--- config.mk ---
export PLATFORM = sky130hd
export DESIGN_NAME = multi_timer_event_table
export DESIGN_NICKNAME = d
export VERILOG_FILES = /design/src/hw/rtl/mtet_pkg.sv /design/src/hw/rtl/mtet_datapath.sv /design/src/hw/rtl/mtet_ctrl.sv /design/src/hw/rtl/multi_timer_event_table.sv
export SDC_FILE = /design/constraint.sdc
export NUM_CORES = 2
export LEC_CHECK = 0
export BUFFER_PORTS_ARGS = -buffer_cell sky130_fd_sc_hd__buf_2
export CAP_MARGIN = 20
export CELL_PAD_IN_SITES_DETAIL_PLACEMENT = 0
export CELL_PAD_IN_SITES_GLOBAL_PLACEMENT = 1
export CORE_ASPECT_RATIO = 0.8
export CORE_MARGIN = 2
export CORE_UTILIZATION = 54
export CTS_BUF_LIST = sky130_fd_sc_hd__clkbuf_4
export DETAILED_ROUTE_END_ITERATION = 7
export PLACE_DENSITY_LB_ADDON = 0.1
export SETUP_SLACK_MARGIN = 0.02
export SYNTH_ARGS = -nofsm -noshare
export SYNTH_HDL_FRONTEND = slang
export SYNTH_SLANG_ARGS = --single-unit
--- constraint.sdc ---
create_clock -name clk -period 11.9 [get_ports clk]
set_input_delay 0.595 -clock clk [delete_from_list [all_inputs] [get_ports clk]]
set_output_delay 0.595 -clock clk [all_outputs]
set_load 0.02 [all_outputs]
--- src/hw/rtl/mtet_pkg.sv ---
// ----------------------------------------------------------------------------
// mtet_pkg
// Shared types and codes for the timer event table.
// ----------------------------------------------------------------------------
package mtet_pkg;

	localparam int unsigned KIND_W = 3;
	localparam int unsigned SLOT_W = 3;
	localparam int unsigned TASK_W = 4;
	localparam int unsigned EV_W   = 16;
	localparam int unsigned TMO_W  = 32;
	localparam int unsigned EL_W   = 16;

	localparam logic [KIND_W-1:0] KIND_ALLOC   = 3'd0;
	localparam logic [KIND_W-1:0] KIND_START   = 3'd1;
	localparam logic [KIND_W-1:0] KIND_STOP    = 3'd2;
	localparam logic [KIND_W-1:0] KIND_RELEASE = 3'd3;
	localparam logic [KIND_W-1:0] KIND_ARM     = 3'd4;
	localparam logic [KIND_W-1:0] KIND_CANCEL  = 3'd5;
	localparam logic [KIND_W-1:0] KIND_TICK    = 3'd6;

	localparam logic [1:0] ST_OK      = 2'd0;
	localparam logic [1:0] ST_NO_FREE = 2'd1;
	localparam logic [1:0] ST_NOT_FND = 2'd2;
	localparam logic [1:0] ST_BAD_IDX = 2'd3;

	localparam logic [1:0] ACT_ACK  = 2'd0;
	localparam logic [1:0] ACT_POST = 2'd1;
	localparam logic [1:0] ACT_FIRE = 2'd2;
	localparam logic [1:0] ACT_DONE = 2'd3;

	typedef struct packed {
		logic [KIND_W-1:0] kind;
		logic [SLOT_W-1:0] slot;
		logic [TASK_W-1:0] task_req;
		logic [EV_W-1:0]   event_bits;
		logic [TMO_W-1:0]  timeout;
		logic [EL_W-1:0]   elapsed;
	} in_item_t;

	typedef struct packed {
		logic [1:0]        status;
		logic [1:0]        action;
		logic [SLOT_W-1:0] slot_out;
		logic [TASK_W-1:0] task_out;
		logic [EV_W-1:0]   event_out;
		logic [31:0]       tick_count;
		logic              last;
	} out_item_t;

	// controller commands to the datapath
	typedef struct packed {
		logic load;     // capture the input beat, clear scan flags
		logic step;     // examine the entry at the scan index
		logic finish;   // apply the operation's result
		logic out_take; // the result register was drained
	} ctl_cmd_t;

	// datapath status back to the controller
	typedef struct packed {
		logic scan_end;  // scan index is at the last entry
		logic emit;      // the entry just examined gives a result
		logic out_full;  // result register holds a beat
		logic is_tick;   // captured beat is a tick
	} dp_stat_t;

endpackage

--- src/hw/rtl/mtet_datapath.sv ---
// ----------------------------------------------------------------------------
// mtet_datapath
// Timer table storage, one-entry-per-cycle scan (held while a result waits) and result register.
// ----------------------------------------------------------------------------
module mtet_datapath #(
	parameter int unsigned TIMER_COUNT = 8,
	parameter int unsigned TASK_COUNT  = 16
) (
	input  logic                clk,
	input  logic                arst_n,
	input  mtet_pkg::in_item_t  in_item,
	input  mtet_pkg::ctl_cmd_t  cmd,
	output mtet_pkg::dp_stat_t  stat,
	output mtet_pkg::out_item_t out_item
);

	localparam int unsigned IDX_W = (TIMER_COUNT > 1) ? $clog2(TIMER_COUNT) : 1;

	logic [mtet_pkg::TASK_W-1:0] task_q  [TIMER_COUNT];
	logic [mtet_pkg::EV_W-1:0]   ev_q    [TIMER_COUNT];
	logic [mtet_pkg::TMO_W-1:0]  rem_q   [TIMER_COUNT];
	logic [TIMER_COUNT-1:0]      run_q;
	logic [TIMER_COUNT-1:0]      cb_q;
	logic [31:0]                 ticks_q;

	mtet_pkg::in_item_t          op_q;
	logic [IDX_W-1:0]            idx_q;
	logic                        free_hit_q, match_hit_q;
	logic [IDX_W-1:0]            free_idx_q, match_idx_q;
	mtet_pkg::out_item_t         res_q;
	logic                        full_q;

	logic                        ent_free, ent_match, ent_expire, ent_post, ent_fire;
	logic                        slot_ok, task_ok;
	logic [mtet_pkg::TMO_W-1:0]  el_ext;
	mtet_pkg::out_item_t         fin_res;

	assign el_ext    = {{(mtet_pkg::TMO_W-mtet_pkg::EL_W){1'b0}}, op_q.elapsed};
	assign slot_ok   = ({29'd0, op_q.slot} < 32'(TIMER_COUNT));
	assign task_ok   = ({28'd0, op_q.task_req} < 32'(TASK_COUNT));
	assign ent_free  = (ev_q[idx_q] == '0) && !cb_q[idx_q];
	assign ent_match = (task_q[idx_q] == op_q.task_req) && ((ev_q[idx_q] & op_q.event_bits) != '0)
		&& ((op_q.kind == mtet_pkg::KIND_CANCEL) || !cb_q[idx_q]);
	assign ent_expire = run_q[idx_q] && !(rem_q[idx_q] > el_ext);
	assign ent_post  = ent_expire && (ev_q[idx_q] != '0);
	assign ent_fire  = ent_expire && (ev_q[idx_q] == '0) && cb_q[idx_q];

	assign stat.scan_end = ({{(32-IDX_W){1'b0}}, idx_q} == 32'(TIMER_COUNT - 1));
	assign stat.emit     = cmd.step && (op_q.kind == mtet_pkg::KIND_TICK) && (ent_post || ent_fire);
	assign stat.out_full = full_q;
	assign stat.is_tick  = (op_q.kind == mtet_pkg::KIND_TICK);
	assign out_item      = res_q;

	// build the final beat of the operation
	always_comb begin
		fin_res            = '0;
		fin_res.last       = 1'b1;
		fin_res.tick_count = ticks_q;
		case (op_q.kind) inside
			mtet_pkg::KIND_ALLOC: begin
				if (free_hit_q) begin
					fin_res.slot_out = mtet_pkg::SLOT_W'(free_idx_q);
				end else begin
					fin_res.status = mtet_pkg::ST_NO_FREE;
				end
			end
			mtet_pkg::KIND_START, mtet_pkg::KIND_STOP, mtet_pkg::KIND_RELEASE: begin
				fin_res.slot_out = op_q.slot;
				if (!slot_ok) begin
					fin_res.status = mtet_pkg::ST_BAD_IDX;
				end
			end
			mtet_pkg::KIND_ARM: begin
				fin_res.task_out = op_q.task_req;
				if (!task_ok) begin
					fin_res.status = mtet_pkg::ST_BAD_IDX;
				end else if (match_hit_q) begin
					fin_res.slot_out = mtet_pkg::SLOT_W'(match_idx_q);
				end else if (free_hit_q) begin
					fin_res.slot_out = mtet_pkg::SLOT_W'(free_idx_q);
				end else begin
					fin_res.status = mtet_pkg::ST_NO_FREE;
				end
			end
			mtet_pkg::KIND_CANCEL: begin
				fin_res.task_out = op_q.task_req;
				if (!task_ok) begin
					fin_res.status = mtet_pkg::ST_BAD_IDX;
				end else if (match_hit_q) begin
					fin_res.slot_out = mtet_pkg::SLOT_W'(match_idx_q);
				end else begin
					fin_res.status = mtet_pkg::ST_NOT_FND;
				end
			end
			mtet_pkg::KIND_TICK: begin
				fin_res.action     = mtet_pkg::ACT_DONE;
				fin_res.tick_count = ticks_q + 32'd1;
			end
			default: begin
			end
		endcase
	end

	// table, scan and result register
	always_ff @(posedge clk or negedge arst_n) begin
		if (!arst_n) begin
			for (int i = 0; i < TIMER_COUNT; i++) begin
				task_q[i] <= '0;
				ev_q[i]   <= '0;
				rem_q[i]  <= '0;
			end
			run_q       <= '0;
			cb_q        <= '0;
			ticks_q     <= '0;
			idx_q       <= '0;
			free_hit_q  <= 1'b0;
			match_hit_q <= 1'b0;
			free_idx_q  <= '0;
			match_idx_q <= '0;
			full_q      <= 1'b0;
			op_q        <= '0;
			res_q       <= '0;
		end else begin
			// hold the result until taken; refill on an expiry or a finish
			full_q <= (full_q && !cmd.out_take) || cmd.finish || stat.emit;
			if (cmd.load) begin
				op_q        <= in_item;
				idx_q       <= '0;
				free_hit_q  <= 1'b0;
				match_hit_q <= 1'b0;
			end
			// examine one entry
			if (cmd.step) begin
				if (!stat.scan_end) begin
					idx_q <= idx_q + 1'b1;
				end
				if (ent_free && !free_hit_q) begin
					free_hit_q <= 1'b1;
					free_idx_q <= idx_q;
				end
				if (ent_match && !match_hit_q) begin
					match_hit_q <= 1'b1;
					match_idx_q <= idx_q;
				end
				if (op_q.kind == mtet_pkg::KIND_TICK && run_q[idx_q]) begin
					if (!ent_expire) begin
						rem_q[idx_q] <= rem_q[idx_q] - el_ext;
					end else if (ent_post) begin
						task_q[idx_q] <= '0;
						ev_q[idx_q]   <= '0;
						rem_q[idx_q]  <= '0;
						run_q[idx_q]  <= 1'b0;
						cb_q[idx_q]   <= 1'b0;
					end else begin
						rem_q[idx_q] <= '0;
						if (cb_q[idx_q]) begin
							run_q[idx_q] <= 1'b0;
						end
					end
				end
				if (stat.emit) begin
					res_q <= '{status: mtet_pkg::ST_OK,
						action: ent_post ? mtet_pkg::ACT_POST : mtet_pkg::ACT_FIRE,
						slot_out: mtet_pkg::SLOT_W'(idx_q),
						task_out: ent_post ? task_q[idx_q] : '0,
						event_out: ent_post ? ev_q[idx_q] : '0,
						tick_count: ticks_q, last: 1'b0};
				end
			end
			// apply the operation and post its final beat
			if (cmd.finish) begin
				res_q <= fin_res;
				case (op_q.kind) inside
					mtet_pkg::KIND_ALLOC: begin
						if (free_hit_q) begin
							task_q[free_idx_q] <= '0;
							ev_q[free_idx_q]   <= '0;
							cb_q[free_idx_q]   <= 1'b1;
							run_q[free_idx_q]  <= 1'b0;
						end
					end
					mtet_pkg::KIND_START, mtet_pkg::KIND_STOP, mtet_pkg::KIND_RELEASE: begin
						if (!slot_ok) begin
						end else if (op_q.kind == mtet_pkg::KIND_START) begin
							rem_q[IDX_W'(op_q.slot)] <= op_q.timeout;
							run_q[IDX_W'(op_q.slot)] <= 1'b1;
						end else if (op_q.kind == mtet_pkg::KIND_STOP) begin
							run_q[IDX_W'(op_q.slot)] <= 1'b0;
						end else begin
							task_q[IDX_W'(op_q.slot)] <= '0;
							ev_q[IDX_W'(op_q.slot)]   <= '0;
							rem_q[IDX_W'(op_q.slot)]  <= '0;
							run_q[IDX_W'(op_q.slot)]  <= 1'b0;
							cb_q[IDX_W'(op_q.slot)]   <= 1'b0;
						end
					end
					mtet_pkg::KIND_ARM: begin
						if (!task_ok) begin
						end else if (match_hit_q) begin
							rem_q[match_idx_q] <= op_q.timeout;
						end else if (free_hit_q) begin
							task_q[free_idx_q] <= op_q.task_req;
							ev_q[free_idx_q]   <= op_q.event_bits;
							rem_q[free_idx_q]  <= op_q.timeout;
							run_q[free_idx_q]  <= 1'b1;
						end
					end
					mtet_pkg::KIND_CANCEL: begin
						if (task_ok && match_hit_q) begin
							task_q[match_idx_q] <= '0;
							ev_q[match_idx_q]   <= '0;
							rem_q[match_idx_q]  <= '0;
							run_q[match_idx_q]  <= 1'b0;
							cb_q[match_idx_q]   <= 1'b0;
						end
					end
					mtet_pkg::KIND_TICK: begin
						ticks_q <= ticks_q + 32'd1;
					end
					default: begin
					end
				endcase
			end
		end
	end

	// a result is never overwritten while it waits
	assert property (@(posedge clk) disable iff (!arst_n)
		full_q && !cmd.out_take |-> !cmd.finish && !stat.emit)
		else $error("result register overwritten");
	// the tick counter moves only when a tick finishes
	assert property (@(posedge clk) disable iff (!arst_n)
		ticks_q != $past(ticks_q) |-> $past(cmd.finish) && $past(stat.is_tick))
		else $error("tick counter moved outside a tick");
	// a stopped entry never expires
	assert property (@(posedge clk) disable iff (!arst_n)
		stat.emit |-> run_q[idx_q])
		else $error("expiry on a stopped entry");

endmodule

--- src/hw/rtl/mtet_ctrl.sv ---
// ----------------------------------------------------------------------------
// mtet_ctrl
// Sequencer: accept a beat, scan the table, finish and hand out results.
// ----------------------------------------------------------------------------
module mtet_ctrl (
	input  logic               clk,
	input  logic               arst_n,
	input  logic               in_valid,
	output logic               in_ready,
	output logic               out_valid,
	input  logic               out_ready,
	input  mtet_pkg::dp_stat_t stat,
	output mtet_pkg::ctl_cmd_t cmd
);

	typedef enum logic [1:0] {S_IDLE, S_SCAN, S_FINISH} state_t;
	state_t state_q;
	logic   take;

	assign take      = stat.out_full && out_ready;
	assign out_valid = stat.out_full;
	assign in_ready  = (state_q == S_IDLE);

	// drive commands; stall the scan and the finish while a result waits
	always_comb begin
		cmd.out_take = take;
		cmd.load     = in_valid && in_ready;
		cmd.step     = (state_q == S_SCAN) && (!stat.out_full || take);
		cmd.finish   = (state_q == S_FINISH) && (!stat.out_full || take);
	end

	always_ff @(posedge clk or negedge arst_n) begin
		if (!arst_n) begin
			state_q <= S_IDLE;
		end else begin
			unique case (state_q)
				S_IDLE: begin
					if (cmd.load) begin
						state_q <= S_SCAN;
					end
				end
				S_SCAN: begin
					if (cmd.step && stat.scan_end) begin
						state_q <= S_FINISH;
					end
				end
				S_FINISH: begin
					if (cmd.finish) begin
						state_q <= S_IDLE;
					end
				end
				default: state_q <= S_IDLE;
			endcase
		end
	end

	assert property (@(posedge clk) disable iff (!arst_n)
		cmd.load |=> state_q == S_SCAN)
		else $error("load did not start a scan");
	assert property (@(posedge clk) disable iff (!arst_n)
		!(cmd.step && cmd.finish))
		else $error("step and finish together");
	assert property (@(posedge clk) disable iff (!arst_n)
		cmd.finish |=> in_ready)
		else $error("not idle after finish");

endmodule

--- src/hw/rtl/multi_timer_event_table.sv ---
// ----------------------------------------------------------------------------
// multi_timer_event_table
// Countdown timer table with callback and event timers.
// ----------------------------------------------------------------------------
// Usage:
//   in_*  : one beat per operation (alloc, start, stop, release, arm,
//           cancel, tick). The block takes one operation at a time.
//   out_* : one or more result beats per operation; last marks the final one.
//   Each operation walks the table one entry per clock while no result
//   waits, then applies its result in a separate finish step.
//   A tick emits one beat per expired event or callback timer during the walk, then a done
//   beat carrying the new tick count.
//   When the receiver stalls, the walk pauses on the waiting result and
//   resumes after it is taken; nothing is dropped.
//   Reset clears every entry and the tick counter at once.
// ----------------------------------------------------------------------------
module multi_timer_event_table #(
	parameter int unsigned TIMER_COUNT = 8,
	parameter int unsigned TASK_COUNT  = 16
) (
	input  logic                clk,
	input  logic                arst_n,
	input  logic                in_valid,
	output logic                in_ready,
	input  mtet_pkg::in_item_t  in_data,
	output logic                out_valid,
	input  logic                out_ready,
	output mtet_pkg::out_item_t out_data
);

	mtet_pkg::ctl_cmd_t cmd;
	mtet_pkg::dp_stat_t stat;

	mtet_ctrl u_ctrl (
		.clk(clk), .arst_n(arst_n),
		.in_valid(in_valid), .in_ready(in_ready),
		.out_valid(out_valid), .out_ready(out_ready),
		.stat(stat), .cmd(cmd)
	);

	mtet_datapath #(.TIMER_COUNT(TIMER_COUNT), .TASK_COUNT(TASK_COUNT)) u_dp (
		.clk(clk), .arst_n(arst_n),
		.in_item(in_data), .cmd(cmd), .stat(stat), .out_item(out_data)
	);

endmodule
==> results.toml <==
[drt]
ant_nets = 0
drtIter0Drc = 6018
vias_per_cell = 7.163
wl_per_cell_um = 32.09
dr.pass1.iters = 8
drt_wl_total_um = 151700
vias = 33860
drc = 3

[power]
seqPwrFrac = 0.341
p_switching_mw = 4.204
swShare = 0.4867
ir_drop_v = 0.0001585
cellLeakagePower_nw = 16.89
powerDensity_nw_per_um2 = 229.8
internal-power_mw = 4.434
clkPwrFrac = 0.229
finalPower_mw = 8.638
power_frac_comb = 0.430

[setup_path]
required_ps = 12790
worstSetupStartpointType = "flip-flop"
arrival_ps = 7970
crit_fanout = 47
path_class = "reg -> reg"
rr_worst_depth = 17
endpoint_kind = "flip-flop"

[floorplanning]
initial_utilization = 0.5446
pin_count = 140
die_h_um = 225.7
coreArea_um2 = 60910
placementRows = 81
die_area_um2 = 63440
dieWidth_um = 281.1

[grt]
grt_pass1_wl_um = 218000
antenna_found_initial = 6
grt_pass1_vias = 32550
grt_use_total = 0.4738
grt_overflow = 0
grt_max_degree = 182

[layout]
design_area_um2 = 37580
fillers = 5197
syn_to_final_growth_pct = 13.31
stdcell_count = 4727
drive_gt1_frac = 0.1657
nets = 3871
final_util = 0.6171

[synthesis]
synthCells = 3572
ys_types = 83
syn-cell-area_um2 = 33170
synth_nets = 3670
yosys_warnings = 0
ys_ff_latch = 612
synth-edff-count = 0
avgSynthCellArea_um2 = 9.286
ys_seq_area_frac = 0.4617
synth.largest_area_cell = "dfrtp_1"
synthArstFlopShare = 1.000
synth_flop_cell = "dfrtp_1"
synthTopCellsByArea = "dfrtp_1 (46%), nand2_1 (6.1%), o21ai_0 (4.7%)"
synth.top_cell.area_share = 0.4617

[cts]
htree_levels = 4
cts_setup_buffers = 0
root_buffer = "clkbuf_4"
cts_buffer_depth = 3
cts_tree = "built"
clock_latency_ps = 1080
cts_buffers = 163
path_clk_slew_ps = 60
cts_sinks = 612

[sta]
max_clock_freq_mhz = 141.2
tightest_slew_ps = 1267
maxSlewHeadroom = 0.1523
slew_violations = 0
layout_min_cycle_time_ps = 7081
hold_viol_final = 0
whs_ps = 117.5
fin_ws_ps = 4819
tns_ps = 0
fin_skew_ps = 93.05
rsz0062_at_grt = "no"
setup_viol = 0
period_share = 0.5951

[placement]
port_buffers = 139
dpl.hpwl_um = 100500
dp_slack_ps = 5066
routabilityCongestion = 1.043
placed_area_um2 = 34640
placedCellCount = 4358

[hold_path]
hold-path-cell-count = 3
hold_class = "in -> reg"

[outcome]
violations = "DRC"
outcome = "complete, but fails checks"

[flow_run]
drv_cap = 0
-- power by group through the flow --
stage / combinational, mW / sequential, mW / clock, mW
after floorplan: 2.33 / 2.58 / 0
after global placement: 3.42 / 2.92 / 0
after detailed placement: 3.46 / 2.93 / 0
after CTS: 3.49 / 2.89 / 1.98
after global routing: 3.83 / 2.95 / 2.10
final: 3.71 / 2.94 / 1.98
-- registers in the layout (all words and copies together) (netlist names), 8 cells and up --
signal and cells:
u_dp.rem_q 256, u_dp.run_q 8, u_dp.cb_q 8, u_dp.out_item 60, u_dp.task_q 32, u_dp.ticks_q 32
u_dp.op_q 58, u_dp.el_ext 16, u_dp.ev_q 128
-- cells in the final DEF (no fill, tap or decap), drive strengths merged, types with 52 or more instances in the layout --
| master | count |
|---|---|
| inv | 52 |
| a22oi | 173 |
| nor3 | 70 |
| dfrtp | 612 |
| a21o | 73 |
| mux2i | 80 |
| nor2 | 204 |
| buf | 244 |
| nand2 | 538 |
| a22o | 87 |
| dlygate4sd3 | 76 |
| nand3 | 79 |
| mux2 | 58 |
| o22ai | 72 |
| clkbuf | 229 |
| o21ai | 316 |
| a21oi | 235 |
-- path summary, 6_finish.rpt --
path | startpoint | slack (ps) | to
worst max-delay path | u_dp.idx_q[0]$_DFF_PN0_ | 4820 | u_dp.out_item[23]$_DFFE_PN0P_
worst min-delay path | out_ready | 120 | u_ctrl.state_q[1]$_DFFE_PN0P_
worst max register to register | u_dp.idx_q[0]$_DFF_PN0_ | 4820 | u_dp.out_item[23]$_DFFE_PN0P_
worst min register to register | u_dp.ticks_q[31]$_DFFE_PN0P_ | 460 | u_dp.ticks_q[31]$_DFFE_PN0P_
max in group asynchronous | arst_n | 8470 | u_dp.rem_q[43]$_DFF_PN0_
min in group asynchronous | arst_n | 210 | u_dp.out_item[40]$_DFFE_PN0P_
-- critical path: stages (launching register included) --
cell and delay [ps]:
dfrtp_4 820, buf_4 670, nand2b_1 420, nor2_2 190
buf_4 380, a22o_1 190, a221oi_1 40, nand3_1 190
ha_1 380, a21oi_1 180, o21ai_0 220, a221oi_1 720
and2_1 340, o211ai_1 150, buf_4 250, or3_1 580
nand2_2 700, mux2_2 420
-- kinds of logic after synthesis --
kind of cell,count (synthesis),share of synthesized area
flops,612,0.4617
compound gates,1271,0.2566
simple gates,1105,0.1498
mux,170,0.06567
xor+xnor,60,0.01584
fa+ha+maj,20,0.007770
buf+inv,334,0.04259
-- routing by layer --
metal | vias up | global-route usage | wire length (um)
li1 | 13730 | - | -
met1 | 16490 | 0.6434 | 57750
met2 | 2993 | 0.6400 | 60240
met3 | 649 | 0.2157 | 25820
met4 | 8 | 0.2161 | 7627
met5 | - | 0.02486 | 265
-- cell usage after synthesis (19+ instances only) --
cell	instances
a31oi_1	26
a32o_1	31
mux4_2	31
nand2b_1	34
xnor2_1	41
o21ai_0	311
and2_1	26
a211oi_1	25
mux2i_1	80
nor2b_1	20
a22o_1	87
nor3_1	68
buf_2	25
o2bb2ai_1	26
o22ai_1	72
nand2_1	537
inv_1	48
nor2_1	204
ha_1	19
o221ai_1	24
clkbuf_1	212
a21oi_1	234
a21o_1	73
dfrtp_1	612
mux2_2	58
a32oi_1	50
and3_1	36
xor2_1	19
buf_1	27
nand3_1	79
a221oi_1	25
a22oi_1	173
-- cell type report --
class / count / area, um2 / share of cell area
Clock inverter: 49 / 371.6 / 0.009887
Antenna cell: 11 / 27.53 / 0.0007324
Sequential cell: 612 / 15330 / 0.4078
Inverter: 50 / 187.7 / 0.004994
Multi-Input combinational cell: 2626 / 16610 / 0.4420
Tap cell: 830 / 1039 / 0.02763
Timing Repair Buffer: 320 / 2302 / 0.06125
Clock buffer: 229 / 1719 / 0.04574
-- what timing repair did --
action,in CTS,in global routing
hold buffers,76,0
resized for setup,0,0
endpoints found under the hold margin,174,0
Note: power is estimated with default switching activity, not from simulation.
